==> config.mk <==
export PLATFORM = sky130hd
export DESIGN_NAME = semaphore_blocked_queue_table_unit_flat
export DESIGN_NICKNAME = d
export VERILOG_FILES = /design/src/hw/rtl/sbq_pkg.sv /design/src/hw/rtl/sbq_req_if.sv /design/src/hw/rtl/sbq_rsp_if.sv /design/src/hw/rtl/semaphore_blocked_queue_table_unit.sv /design/src/flat_wrapper.sv
export VERILOG_INCLUDE_DIRS = /design/src /design/src/hw/rtl
export SDC_FILE = /design/constraint.sdc
export NUM_CORES = 2
export LEC_CHECK = 0
export ABC_CLOCK_PERIOD_IN_PS = 6700
export BUFFER_PORTS_ARGS = -buffer_cell sky130_fd_sc_hd__buf_2
export CORE_ASPECT_RATIO = 0.9
export CORE_MARGIN = 2
export CORE_UTILIZATION = 30
export DETAILED_ROUTE_END_ITERATION = 12
export GPL_ROUTABILITY_DRIVEN = 1
export PLACE_DENSITY_LB_ADDON = 0.15
export SLEW_MARGIN = 5
export SYNTH_ARGS = -nofsm -noshare
export SYNTH_HDL_FRONTEND = slang
export SYNTH_SLANG_ARGS = --single-unit
export TNS_END_PERCENT = 1
==> constraint.sdc <==
create_clock -name clk -period 6.7 [get_ports clk]
set_input_delay 0.335 -clock clk [delete_from_list [all_inputs] [get_ports clk]]
set_output_delay 0.335 -clock clk [all_outputs]
set_load 0.01 [all_outputs]
==> src/hw/rtl/assert_macros.svh <==
// ----------------------------------------------------------------------------
// assert_macros
// assertion helpers shared by the rtl, empty when synthesized
// ----------------------------------------------------------------------------
`ifndef ASSERT_MACROS_SVH
`define ASSERT_MACROS_SVH
`ifndef SYNTHESIS
`define SBQ_ASSERT(lbl, clk, rst_n, prop) \
	lbl: assert property (@(posedge clk) disable iff (!rst_n) prop) \
	else $error("assertion failed");
`define SBQ_ASSERT_ALWAYS(lbl, clk, prop) \
	lbl: assert property (@(posedge clk) prop) else $error("assertion failed");
`else
`define SBQ_ASSERT(lbl, clk, rst_n, prop)
`define SBQ_ASSERT_ALWAYS(lbl, clk, prop)
`endif
`endif

==> src/hw/rtl/sbq_pkg.sv <==
// ----------------------------------------------------------------------------
// sbq_pkg
// request modes, status codes and field widths of the semaphore queue table
// ----------------------------------------------------------------------------
package sbq_pkg;
	localparam int ModeBits   = 2;
	localparam int SemBits    = 32;
	localparam int PidBits    = 5;
	localparam int StatusBits = 2;

	typedef logic [ModeBits-1:0]   mode_t;
	typedef logic [StatusBits-1:0] status_t;

	localparam mode_t MODE_BLOCK   = 2'd0;
	localparam mode_t MODE_UNBLOCK = 2'd1;
	localparam mode_t MODE_PULL    = 2'd2;
	localparam mode_t MODE_PEEK    = 2'd3;

	localparam status_t ST_OK       = 2'd0;
	localparam status_t ST_NOFREE   = 2'd1;
	localparam status_t ST_NOTFOUND = 2'd2;
	localparam status_t ST_REPEAT   = 2'd3;
endpackage

==> src/hw/rtl/sbq_req_if.sv <==
// ----------------------------------------------------------------------------
// sbq_req_if
// request channel: mode, semaphore address and process id
// ----------------------------------------------------------------------------
interface sbq_req_if;
	logic                           valid;
	logic                           ready;
	sbq_pkg::mode_t                 mode;
	logic [sbq_pkg::SemBits-1:0]    sem_addr;
	logic [sbq_pkg::PidBits-1:0]    proc_id;

	modport source (output valid, mode, sem_addr, proc_id, input ready);
	modport sink (input valid, mode, sem_addr, proc_id, output ready);
endinterface

==> src/hw/rtl/sbq_rsp_if.sv <==
// ----------------------------------------------------------------------------
// sbq_rsp_if
// response channel: returned process and status
// ----------------------------------------------------------------------------
interface sbq_rsp_if;
	logic                           valid;
	logic                           ready;
	logic                           has_proc;
	logic [sbq_pkg::PidBits-1:0]    result_proc;
	sbq_pkg::status_t               status;

	modport source (output valid, has_proc, result_proc, status, input ready);
	modport sink (input valid, has_proc, result_proc, status, output ready);
endinterface

==> src/hw/rtl/semaphore_blocked_queue_table_unit.sv <==
// ----------------------------------------------------------------------------
// semaphore_blocked_queue_table_unit
// active semaphore table with a fifo of blocked processes per descriptor
// ----------------------------------------------------------------------------
// usage: one request on req (valid/ready) gives exactly one response on rsp.
// block (mode 0) queues proc_id on the semaphore at sem_addr, claiming the
// lowest free descriptor for a new semaphore; unblock (1) pops the head,
// pull out (2) removes proc_id from its queue, peek (3) returns the head.
// a descriptor whose queue empties returns to the free pool.
// the descriptor lookup reads one address a cycle from the address memory
// for modes 0, 1 and 3; pull out instead walks the link memory, each hop
// passing through the walk and next-link states.
// req.ready is high only while the sequencer is idle, so one request is in
// work at a time; a new request is taken only after the last one is done.
// the response sits in an output register; a new request may be taken while
// it waits, but its own response is held back until rsp.ready takes the old.
// reset clears the in-use and blocked flags; no clearing pass is needed.
// ----------------------------------------------------------------------------
`include "assert_macros.svh"

module semaphore_blocked_queue_table_unit #(
	parameter int NUM_PROCS = 32,
	parameter int ADDR_BITS = 32
) (
	input  logic         clk,
	input  logic         arst_n,
	sbq_req_if.sink      req,
	sbq_rsp_if.source    rsp
);
	localparam int PW = (NUM_PROCS > 1) ? $clog2(NUM_PROCS) : 1;
	localparam int CW = $clog2(NUM_PROCS + 1);

	localparam logic [3:0] S_IDLE  = 4'd0;
	localparam logic [3:0] S_DEC   = 4'd1;
	localparam logic [3:0] S_SCAN  = 4'd2;
	localparam logic [3:0] S_FOUND = 4'd3;
	localparam logic [3:0] S_HT    = 4'd4;
	localparam logic [3:0] S_UL    = 4'd5;
	localparam logic [3:0] S_NOTF  = 4'd6;
	localparam logic [3:0] S_B2    = 4'd7;
	localparam logic [3:0] S_PD    = 4'd8;
	localparam logic [3:0] S_PHT   = 4'd9;
	localparam logic [3:0] S_WALK  = 4'd10;
	localparam logic [3:0] S_WNXT  = 4'd11;
	localparam logic [3:0] S_PLINK = 4'd12;
	localparam logic [3:0] S_FIN   = 4'd13;

	logic [3:0]                   state_q;
	sbq_pkg::mode_t               mode_q;
	logic [ADDR_BITS-1:0]         addr_q;
	logic [sbq_pkg::PidBits-1:0]  pid_raw_q;
	logic [PW-1:0]                pid;
	logic [PW-1:0]                did_q, head_q, tail_q, cur_q, prev_q, free_idx_q;
	logic                         free_ok_q;
	logic [CW-1:0]                cnt_q;
	logic                         sv_s1;
	logic [PW-1:0]                si_s1;
	logic                         res_has_q;
	logic [PW-1:0]                res_proc_q;
	sbq_pkg::status_t             res_st_q;
	logic                         out_valid_q;
	logic                         out_has_q;
	logic [sbq_pkg::PidBits-1:0]  out_proc_q;
	sbq_pkg::status_t             out_st_q;

	logic [NUM_PROCS-1:0]         used_q, blocked_q;

	logic [ADDR_BITS-1:0]         addr_mem [NUM_PROCS];
	logic [PW-1:0]                head_mem [NUM_PROCS];
	logic [PW-1:0]                tail_mem [NUM_PROCS];
	logic [PW-1:0]                link_mem [NUM_PROCS];
	logic [PW-1:0]                pdesc_mem [NUM_PROCS];

	logic [ADDR_BITS-1:0]         addr_rd_q;
	logic [PW-1:0]                head_rd_q, tail_rd_q, link_rd_q, pdesc_rd_q;
	logic [PW-1:0]                link_ra, ht_ra;

	logic                         addr_we, head_we, tail_we, link_we, pdesc_we;
	logic [PW-1:0]                addr_wa, head_wa, tail_wa, link_wa, pdesc_wa;
	logic [PW-1:0]                head_wd, tail_wd, link_wd, pdesc_wd;

	logic                         accept, pbad, issue, match;

	assign pid    = PW'(pid_raw_q);
	assign accept = req.valid && req.ready;
	assign pbad   = 32'(pid_raw_q) >= NUM_PROCS;
	assign issue  = cnt_q < CW'(NUM_PROCS);
	assign match  = sv_s1 && used_q[si_s1] && (addr_rd_q == addr_q);

	assign req.ready       = (state_q == S_IDLE);
	assign rsp.valid       = out_valid_q;
	assign rsp.has_proc    = out_has_q;
	assign rsp.result_proc = out_proc_q;
	assign rsp.status      = out_st_q;

	assign link_ra = (state_q == S_HT) ? head_rd_q : cur_q;
	assign ht_ra   = (state_q == S_PD) ? pdesc_rd_q : did_q;

	// memory write ports
	always_comb begin
		addr_we  = 1'b0; addr_wa  = free_idx_q;
		head_we  = 1'b0; head_wa  = did_q; head_wd = pid;
		tail_we  = 1'b0; tail_wa  = did_q; tail_wd = pid;
		link_we  = 1'b0; link_wa  = pid;   link_wd = pid;
		pdesc_we = 1'b0; pdesc_wa = pid;   pdesc_wd = did_q;
		case (state_q)
			S_HT: begin
				if (mode_q == sbq_pkg::MODE_BLOCK) begin
					link_we = 1'b1;
					link_wa = tail_rd_q;
					tail_we = 1'b1;
				end
			end
			S_UL: begin
				head_we = 1'b1;
				head_wd = link_rd_q;
			end
			S_NOTF: begin
				if (mode_q == sbq_pkg::MODE_BLOCK && free_ok_q) begin
					addr_we = 1'b1;
					head_we = 1'b1;
					head_wa = free_idx_q;
					tail_we = 1'b1;
					tail_wa = free_idx_q;
				end
			end
			S_B2: begin
				link_we  = 1'b1;
				pdesc_we = 1'b1;
			end
			S_PLINK: begin
				if (pid == head_q && pid != tail_q) begin
					head_we = 1'b1;
					head_wd = link_rd_q;
				end else if (pid != head_q) begin
					link_we = 1'b1;
					link_wa = prev_q;
					link_wd = link_rd_q;
					tail_we = (pid == tail_q);
					tail_wd = prev_q;
				end
			end
			default: begin
			end
		endcase
	end

	always_ff @(posedge clk) begin
		if (addr_we) addr_mem[addr_wa] <= addr_q;
		if (head_we) head_mem[head_wa] <= head_wd;
		if (tail_we) tail_mem[tail_wa] <= tail_wd;
		if (link_we) link_mem[link_wa] <= link_wd;
		if (pdesc_we) pdesc_mem[pdesc_wa] <= pdesc_wd;
		addr_rd_q  <= addr_mem[cnt_q[PW-1:0]];
		si_s1      <= cnt_q[PW-1:0];
		head_rd_q  <= head_mem[ht_ra];
		tail_rd_q  <= tail_mem[ht_ra];
		link_rd_q  <= link_mem[link_ra];
		pdesc_rd_q <= pdesc_mem[pid];
	end

	always_ff @(posedge clk or negedge arst_n) begin
		if (!arst_n) begin
			state_q     <= S_IDLE;
			used_q      <= '0;
			blocked_q   <= '0;
			out_valid_q <= 1'b0;
			sv_s1       <= 1'b0;
			free_ok_q   <= 1'b0;
			cnt_q       <= '0;
		end else begin
			sv_s1 <= (state_q == S_SCAN) && issue;
			if (out_valid_q && rsp.ready && state_q != S_FIN) out_valid_q <= 1'b0;
			case (state_q)
				S_IDLE: begin
					if (accept) begin
						mode_q    <= req.mode;
						addr_q    <= ADDR_BITS'(req.sem_addr);
						pid_raw_q <= req.proc_id;
						state_q   <= S_DEC;
					end
				end
				S_DEC: begin
					res_has_q  <= 1'b0;
					res_proc_q <= '0;
					cnt_q      <= '0;
					free_ok_q  <= 1'b0;
					res_st_q   <= sbq_pkg::ST_NOTFOUND;
					if (mode_q == sbq_pkg::MODE_BLOCK) begin
						if (pbad) state_q <= S_FIN;
						else if (blocked_q[pid]) begin
							res_st_q <= sbq_pkg::ST_REPEAT;
							state_q  <= S_FIN;
						end else state_q <= S_SCAN;
					end else if (mode_q == sbq_pkg::MODE_PULL) begin
						if (pbad || !blocked_q[pid]) state_q <= S_FIN;
						else state_q <= S_PD;
					end else begin
						state_q <= S_SCAN;
					end
				end
				S_SCAN: begin
					if (issue) cnt_q <= cnt_q + CW'(1);
					if (sv_s1 && !used_q[si_s1] && !free_ok_q) begin
						free_ok_q  <= 1'b1;
						free_idx_q <= si_s1;
					end
					if (match) begin
						did_q   <= si_s1;
						state_q <= S_FOUND;
					end else if (sv_s1 && si_s1 == PW'(NUM_PROCS - 1)) begin
						state_q <= S_NOTF;
					end
				end
				S_FOUND: state_q <= S_HT;
				S_HT: begin
					head_q <= head_rd_q;
					if (mode_q == sbq_pkg::MODE_BLOCK) begin
						state_q <= S_B2;
					end else begin
						res_has_q  <= 1'b1;
						res_proc_q <= head_rd_q;
						res_st_q   <= sbq_pkg::ST_OK;
						if (mode_q == sbq_pkg::MODE_PEEK) state_q <= S_FIN;
						else begin
							blocked_q[head_rd_q] <= 1'b0;
							if (head_rd_q == tail_rd_q) begin
								used_q[did_q] <= 1'b0;
								state_q       <= S_FIN;
							end else state_q <= S_UL;
						end
					end
				end
				S_UL: state_q <= S_FIN;
				S_NOTF: begin
					if (mode_q == sbq_pkg::MODE_BLOCK) begin
						if (free_ok_q) begin
							used_q[free_idx_q] <= 1'b1;
							did_q              <= free_idx_q;
							state_q            <= S_B2;
						end else begin
							res_st_q <= sbq_pkg::ST_NOFREE;
							state_q  <= S_FIN;
						end
					end else state_q <= S_FIN;
				end
				S_B2: begin
					blocked_q[pid] <= 1'b1;
					res_st_q       <= sbq_pkg::ST_OK;
					state_q        <= S_FIN;
				end
				S_PD: begin
					did_q <= pdesc_rd_q;
					if (!used_q[pdesc_rd_q]) state_q <= S_FIN;
					else state_q <= S_PHT;
				end
				S_PHT: begin
					head_q  <= head_rd_q;
					tail_q  <= tail_rd_q;
					cur_q   <= head_rd_q;
					prev_q  <= head_rd_q;
					state_q <= S_WALK;
				end
				S_WALK: begin
					if (cnt_q == CW'(NUM_PROCS)) state_q <= S_FIN;
					else if (cur_q == pid) state_q <= S_PLINK;
					else if (cur_q == tail_q) state_q <= S_FIN;
					else begin
						prev_q  <= cur_q;
						cnt_q   <= cnt_q + CW'(1);
						state_q <= S_WNXT;
					end
				end
				S_WNXT: begin
					cur_q   <= link_rd_q;
					state_q <= S_WALK;
				end
				S_PLINK: begin
					blocked_q[pid] <= 1'b0;
					if (pid == head_q && pid == tail_q) used_q[did_q] <= 1'b0;
					res_has_q  <= 1'b1;
					res_proc_q <= pid;
					res_st_q   <= sbq_pkg::ST_OK;
					state_q    <= S_FIN;
				end
				S_FIN: begin
					if (!out_valid_q || rsp.ready) begin
						out_valid_q <= 1'b1;
						out_has_q   <= res_has_q;
						out_proc_q  <= res_has_q ? sbq_pkg::PidBits'(res_proc_q) : '0;
						out_st_q    <= res_st_q;
						state_q     <= S_IDLE;
					end
				end
				default: state_q <= S_IDLE;
			endcase
		end
	end

	`SBQ_ASSERT(a_ok_only_with_proc, clk, arst_n, (out_valid_q && out_has_q) |-> (out_st_q == sbq_pkg::ST_OK))
	`SBQ_ASSERT(a_accept_decodes, clk, arst_n, accept |=> (state_q == S_DEC))
	`SBQ_ASSERT(a_scan_bound, clk, arst_n, (state_q == S_SCAN) |-> (cnt_q <= CW'(NUM_PROCS)))
	`SBQ_ASSERT(a_rsp_from_fin, clk, arst_n, $rose(out_valid_q) |-> $past(state_q == S_FIN))
endmodule

==> src/flat_wrapper.sv <==
// flat-port wrapper written by rule: the top's interface ports become plain ports
module semaphore_blocked_queue_table_unit_flat 
#(
	parameter int NUM_PROCS = 32,
	parameter int ADDR_BITS = 32
)
  (clk, arst_n, req_valid, req_mode, req_sem_addr, req_proc_id, req_ready, rsp_valid, rsp_has_proc, rsp_result_proc, rsp_status, rsp_ready);
  sbq_req_if req_i ();
  sbq_rsp_if rsp_i ();
  input  logic clk;
  input  logic arst_n;
  input wire logic [$bits(req_i.valid)-1:0] req_valid;
  input wire logic [$bits(req_i.mode)-1:0] req_mode;
  input wire logic [$bits(req_i.sem_addr)-1:0] req_sem_addr;
  input wire logic [$bits(req_i.proc_id)-1:0] req_proc_id;
  output wire logic [$bits(req_i.ready)-1:0] req_ready;
  output wire logic [$bits(rsp_i.valid)-1:0] rsp_valid;
  output wire logic [$bits(rsp_i.has_proc)-1:0] rsp_has_proc;
  output wire logic [$bits(rsp_i.result_proc)-1:0] rsp_result_proc;
  output wire logic [$bits(rsp_i.status)-1:0] rsp_status;
  input wire logic [$bits(rsp_i.ready)-1:0] rsp_ready;
  assign req_i.valid = req_valid;
  assign req_i.mode = req_mode;
  assign req_i.sem_addr = req_sem_addr;
  assign req_i.proc_id = req_proc_id;
  assign req_ready = req_i.ready;
  assign rsp_valid = rsp_i.valid;
  assign rsp_has_proc = rsp_i.has_proc;
  assign rsp_result_proc = rsp_i.result_proc;
  assign rsp_status = rsp_i.status;
  assign rsp_i.ready = rsp_ready;
  semaphore_blocked_queue_table_unit #(.NUM_PROCS(NUM_PROCS), .ADDR_BITS(ADDR_BITS)) u_core (.clk(clk), .arst_n(arst_n), .req(req_i), .rsp(rsp_i));
endmodule
# Word-level counts from Yosys, hierarchy flattened

Memories as Yosys holds them, arrays and structs flattened. A register that Yosys moved wholly into a read port is not among the register bits.
Cells that the tools add are included.
W data, S select, Z words.

$add $sub $neg: 1
Magnitude comparators: 11
Equal/unequal tests: 42
Multiplexer cells: 107
Bitwise logic cells: 8
Reductions and logical operators: 50

Operators with widths:

| kind                 | count |
|---|---|
| $mux W32             | 8 |
| $pmux W32 S3         | 2 |
| $and A32 B32 Y32     | 3 |
| $not A32 Y32         | 3 |
| $mux W5              | 19 |
| $or A32 B32 Y32      | 2 |
| $mux W4              | 14 |
| $pmux W4 S11         | 1 |
| $pmux W5 S2          | 4 |
| $lt A5 B6 Y1 const B | 6 |
| $eq A32 B32 Y1       | 1 |
| $mux W1              | 32 |
| $pmux W5 S3          | 2 |
| $eq A5 B5 Y1         | 5 |
| $eq A4 B4 Y1 const B | 6 |
| $mux W6              | 4 |
| $demux W1 S5         | 4 |
| $ge A5 B1 Y1 const B | 4 |
| $reduce_and A5 Y1    | 4 |
| $ne A2 B2 Y1 const B | 9 |
| $pmux W6 S3          | 1 |
| $reduce_and A3 Y1    | 6 |
| $eq A4 B3 Y1 const B | 4 |
| $logic_and A1 B1 Y1  | 16 |
| 28 further kinds     | 59 |

Flip-flop bits (word level): 167
Memory bits (writable): 1,664
Bits of input ports: 43
Output and inout bits: 10
Word-level logic and storage cells: 247
Memories kept: 5

Memory list:

| name             | words | width | rd ports | clocked after memory_dff | wr ports | line                                     | RTL |
|---|---|---|---|---|---|---|---|
| u_core.addr_mem  | 32    | 32    | 1        | 1                        | 1        | semaphore_blocked_queue_table_unit.sv:68 | `logic [ADDR_BITS-1:0] addr_mem [NUM_PROCS];` |
| u_core.head_mem  | 32    | 5     | 1        | 1                        | 1        | semaphore_blocked_queue_table_unit.sv:69 | `logic [PW-1:0] head_mem [NUM_PROCS];` |
| u_core.link_mem  | 32    | 5     | 1        | 1                        | 1        | semaphore_blocked_queue_table_unit.sv:71 | `logic [PW-1:0] link_mem [NUM_PROCS];` |
| u_core.pdesc_mem | 32    | 5     | 1        | 1                        | 1        | semaphore_blocked_queue_table_unit.sv:72 | `logic [PW-1:0] pdesc_mem [NUM_PROCS];` |
| u_core.tail_mem  | 32    | 5     | 1        | 1                        | 1        | semaphore_blocked_queue_table_unit.sv:70 | `logic [PW-1:0] tail_mem [NUM_PROCS];` |

# Depth between registers and ports, before layout

Depth after elaboration: 10
Depth in mapped cells: 12

# Least setup slack after synthesis

Ideal clock, no wire load.

Path kind: flip-flop to flip-flop
Start: register u_core.state_q[1]
End: memory u_core.addr_mem[10][0] (enable)
Setup time: 0.501 ns
Arrival time: 4.607 ns
Setup slack: 1.592 ns
Cell stages (with the launch flop): 7
Path buffers: 2
Period minus slack after synthesis: 5.108 ns
Cell sequence: dfrtp_1 > buf_4 > clkinv_1 > nor3_1 > nand2_1 > clkbuf_1 > nor4_1

Word-level cells in the longest chain between the ends: 4

Ends and longest elaborated chain:

| element                       | line                                      | RTL |
|---|---|---|
| start: declaration            | semaphore_blocked_queue_table_unit.sv:48  | `logic [3:0] state_q;` |
| start signal: assignment      | semaphore_blocked_queue_table_unit.sv:164 | `state_q <= S_IDLE;` |
| start signal: assignment      | semaphore_blocked_queue_table_unit.sv:180 | `state_q <= S_DEC;` |
| start signal: assignment      | semaphore_blocked_queue_table_unit.sv:190 | `if (pbad) state_q <= S_FIN;` |
| $eq A4 B3 Y1                  | semaphore_blocked_queue_table_unit.sv:106 | `case (state_q)` |
| $mux W1                       | semaphore_blocked_queue_table_unit.sv:106 |  |
| $mux W1                       | semaphore_blocked_queue_table_unit.sv:149 | `if (addr_we) addr_mem[addr_wa] <= addr_q;` |
| $mux W1 (implied by the code) | semaphore_blocked_queue_table_unit.sv:149 |  |
| end: declaration              | semaphore_blocked_queue_table_unit.sv:68  |  |

Every way passes these cells.

# Worst setup path after layout

Start: register u_core.state_q[1]
End: memory u_core.head_mem[10][4] in the netlist's numbering (enable)

Word-level cells in the longest chain between the ends: 4

Ends and longest elaborated chain:

| element                                             | line                                      | RTL |
|---|---|---|
| $eq A4 B4 Y1 / $eq A4 B3 Y1 (equally long branches) | semaphore_blocked_queue_table_unit.sv:106 |  |
| $pmux W1 S3                                         | semaphore_blocked_queue_table_unit.sv:106 |  |
| $mux W1                                             | semaphore_blocked_queue_table_unit.sv:150 | `if (head_we) head_mem[head_wa] <= head_wd;` |
| $mux W1 (implied by the code)                       | semaphore_blocked_queue_table_unit.sv:150 |  |
| end: declaration                                    | semaphore_blocked_queue_table_unit.sv:69  |  |

Parallel ways exist; a longest one is shown, timed or not.

==> results.tsv <==
stage	metric	value	unit
worst_hold_path	hold_depth	5	
floorplan	fp.dieH	475	um
clock_network	clock_latency	0.85	ns
grt	antenna_found_initial	6	
sta	max_freq	229	MHz
final_layout	drive_above_1_share	0.268	
worst_hold_path	hp-start	req_valid	
sta	skew	0.0527	ns
synthesis	synth-seq-cells	1883	
power	power_leakage	0.0265	uW
power	power_density	367	nW/um2
grt	grt_use_met1	0.233	
synthesis	yosysWarnings	0	
drt	totalWireLength	196000	um
synthesis	synth_seq_area_share	0.753	
drt	post-route-drc-count	0	
floorplan	start_util	0.302	
placement	portBuffers	52	
worst_hold_path	hold_class	in -> reg	
sta	max_slew_margin	0.199	
synthesis	synthTopCellsByArea	edfxtp_1 71%, mux4_2 15%, dfrtp_1 2.6%, dfxtp_1 1.5%, nor2_1 1.1%	
sta	setup_viol	0	
critical_path	rr_endpoint	u_core.head_mem[10][4]$_DFFE_PP_	
critical_path	cp_max_fo	19	
synthesis	syn_area	73800	um2
critical_path	r2r_start	u_core.state_q[1]$_DFFE_PN0P_	
drt	drt_iter0_markers	3317	
drt	dr.pass1.iters	6	
sta	post-route-period-util	0.652	
outcome	status	complete, no violations	
sta	tns	0	ns
drt	wl_per_cell	27.0	um
floorplan	die-area	250000	um2
critical_path	cp_data_required_time	7.19	ns
worst_hold_path	min_to	u_core.state_q[0]$_DFFE_PN0P_	
clock_network	cts_made_buffers	205	
critical_path	r2r_cells	7	
final_layout	area_delta_synth_final	16.1	%
placement	place_congestion	0.783	
critical_path	crit_top_cell	nand2_1	
sta	grt_setup_unrepaired	no	
grt	grt_overflow	0	
grt	grt.total_usage	0.156	
floorplan	rows	172	
floorplan	fp.dieW	527	um
critical_path	critPathSlowestCell	dfrtp_1	
synthesis	synth_top_area_share	0.712	
critical_path	crit_chain	clkinv_1 > nor3_1 > buf_4 > nand2_1 > mux2i_1 > nand2_1 > nor2_1	
critical_path	rrSetupSlack	2.33	ns
final_layout	post-route-util	0.351	
power	fin_total_pwr	31400	uW
synthesis	synth-main-ff-cell	edfxtp_1	
synthesis	synth_top_area_cell	edfxtp_1	
critical_path	start_kind	flop	
sta	slew_viol_final	0	
critical_path	critPathArrivalTime	4.86	ns
flow_run	maxCapViolations	0	
critical_path	path_class	reg -> reg	
clock_network	cts.repair.resized	0	
final_layout	fill_cells	22800	
synthesis	async_reset_ff_frac	0.0409	
grt	grt_util_met3	0.0242	
grt	grt_pass1_wl	284000	um
drt	postRouteAntennaNets	0	
clock_network	cts_root_buf	clkbuf_16	
synthesis	synth_cells	3633	
clock_network	cts_buffer_depth	3	
final_layout	final_nets	3913	
grt	grt_max_degree	81	
critical_path	crit_path_max_incr_delay	0.77	ns
grt	met2_usage	0.239	
sta	hold_violations	0	
placement	dpl.hpwl	117000	um
synthesis	synth-edff-count	1749	
clock_network	clk_pin_slew_worst_paths	0.06	ns
drt	vias_per_cell	4.98	
clock_network	h-tree-depth	4	
clock_network	cts_tree	yes	
synthesis	syn-num-nets	3678	
critical_path	cp-end-kind	flop	
synthesis	syn_avg_cell_area	20.3	um2
drt	vias	36200	
clock_network	cts.sinks	1883	
floorplan	core_area	244000	um2
grt	grt_pass1_vias	37400	
grt	grt-busiest-layer	met2	
floorplan	pin_count	53	
sta	tightest_slew	1.20	ns
sta	period_needed	4.37	ns
synthesis	ys_types	76	
power	ir_drop	0.209	mV
==> placed cells by master (no fill, tap or decap), types with 25 or more instances in the layout <==
master	instances
a21oi_1	101
a22oi_1	29
and3_1	26
buf_2	51
buf_4	115
clkbuf_1	38
clkbuf_16	207
clkinv_1	38
clkinv_2	42
dfrtp_1	72
dfxtp_1	57
dlygate4sd3_1	41
edfxtp_1	1749
mux2_2	50
mux2i_1	46
mux4_2	491
nand2_1	177
nand3_1	58
nor2_1	187
nor2_4	30
o22ai_1	25
xnor2_1	38
==> worst max-delay path, delay by kind of cell (launching register included) <==
kind	cells	cell delay, ns
buf+inv	2	0.73
flops	1	0.77
mux	1	0.68
simple gates	4	1.82
==> registers in the layout, summed over array words and instances, names as in the netlist, 6 cells and up <==
name              count
u_core.addr_mem    1024
u_core.addr_q        32
u_core.addr_rd_q     32
u_core.blocked_q     32
u_core.cnt_q          6
u_core.head_mem     160
u_core.link_mem     160
u_core.pdesc_mem    160
u_core.tail_mem     160
u_core.used_q        32
==> cells in the mapped netlist (27+ instances only) <==
cell      number
edfxtp_1    1749
mux4_2       491
nor2_1       217
nand2_1      182
a21oi_1      103
clkbuf_1     100
dfrtp_1       77
nand3_1       58
dfxtp_1       57
mux2_2        50
mux2i_1       50
buf_2         45
xnor2_1       38
buf_1         30
a22oi_1       29
and3_1        27
==> worst max-delay path by stage <==
stage | end | start | depth (start not counted)
final | u_core.head_mem[10][4]$_DFFE_PP_ | u_core.state_q[1]$_DFFE_PN0P_ | 7
after global routing | u_core.head_mem[2][1]$_DFFE_PP_ | u_core.state_q[1]$_DFFE_PN0P_ | 7
after CTS | u_core.tail_mem[1][2]$_DFFE_PP_ | u_core.state_q[1]$_DFFE_PN0P_ | 7
after detailed placement | u_core.head_mem[2][2]$_DFFE_PP_ | u_core.state_q[1]$_DFFE_PN0P_ | 7
after global placement | u_core.tail_mem[1][0]$_DFFE_PP_ | u_core.state_q[1]$_DFFE_PN0P_ | 7
after floorplan | u_core.addr_mem[10][0]$_DFFE_PP_ | u_core.state_q[1]$_DFFE_PN0P_ | 6
==> metrics by stage <==
step	instance area [um2]	hold slack (ns)	instances	setup slack (ns)
3_3_place_gp	78600	0.321	6839	2.45
6_report	85700	0.0763	7258	2.33
4_1_cts	85700	0.00610	7255	2.35
2_1_floorplan	73800	0.0394	3633	1.59
5_1_grt	85700	0.0550	7258	1.99
3_5_place_dp	78600	0.321	6839	2.35
==> power by group <==
part / switching, uW / internal, uW / total, uW
logic: 3610 / 2720 / 6330
registers: 461 / 13500 / 13900
clock network: 4770 / 6400 / 11200
==> final cells by class <==
| cell class | instances | area [um2] | share of cell area |
|---|---|---|---|
| Tap cell | 3219 | 4030 | 0.0470 |
| Antenna cell | 3 | 7.51 | 0.0000876 |
| Multi-Input combinational cell | 1552 | 17700 | 0.206 |
| Timing Repair Buffer | 214 | 1670 | 0.0195 |
| Clock buffer | 254 | 5450 | 0.0636 |
| Sequential cell | 1883 | 55600 | 0.649 |
| Clock inverter | 121 | 1210 | 0.0141 |
| Inverter | 12 | 45.0 | 0.000526 |
==> what timing repair did <==
item                                   4_1_cts  5_1_grt
hold buffers                                41        0
setup buffers                                0        0
endpoints found under the hold margin       62        0
==> cell families after synthesis <==
logic type               synth area share
AO/OA/AOI/OAI                      0.0229
XOR/XNOR                          0.00700
adder cells (fa/ha/maj)          0.000475
AND/OR/NAND/NOR                    0.0408
flip-flops                          0.753
buffers and inverters              0.0116
multiplexers                        0.164
==> layer usage <==
layer  wire (um)  up-vias
met5           0        -
met4        3200        0
met3        8330      252
met2       89600      881
met1       95000    19500
li1            -    15500
(Power assumes the default switching activity.)
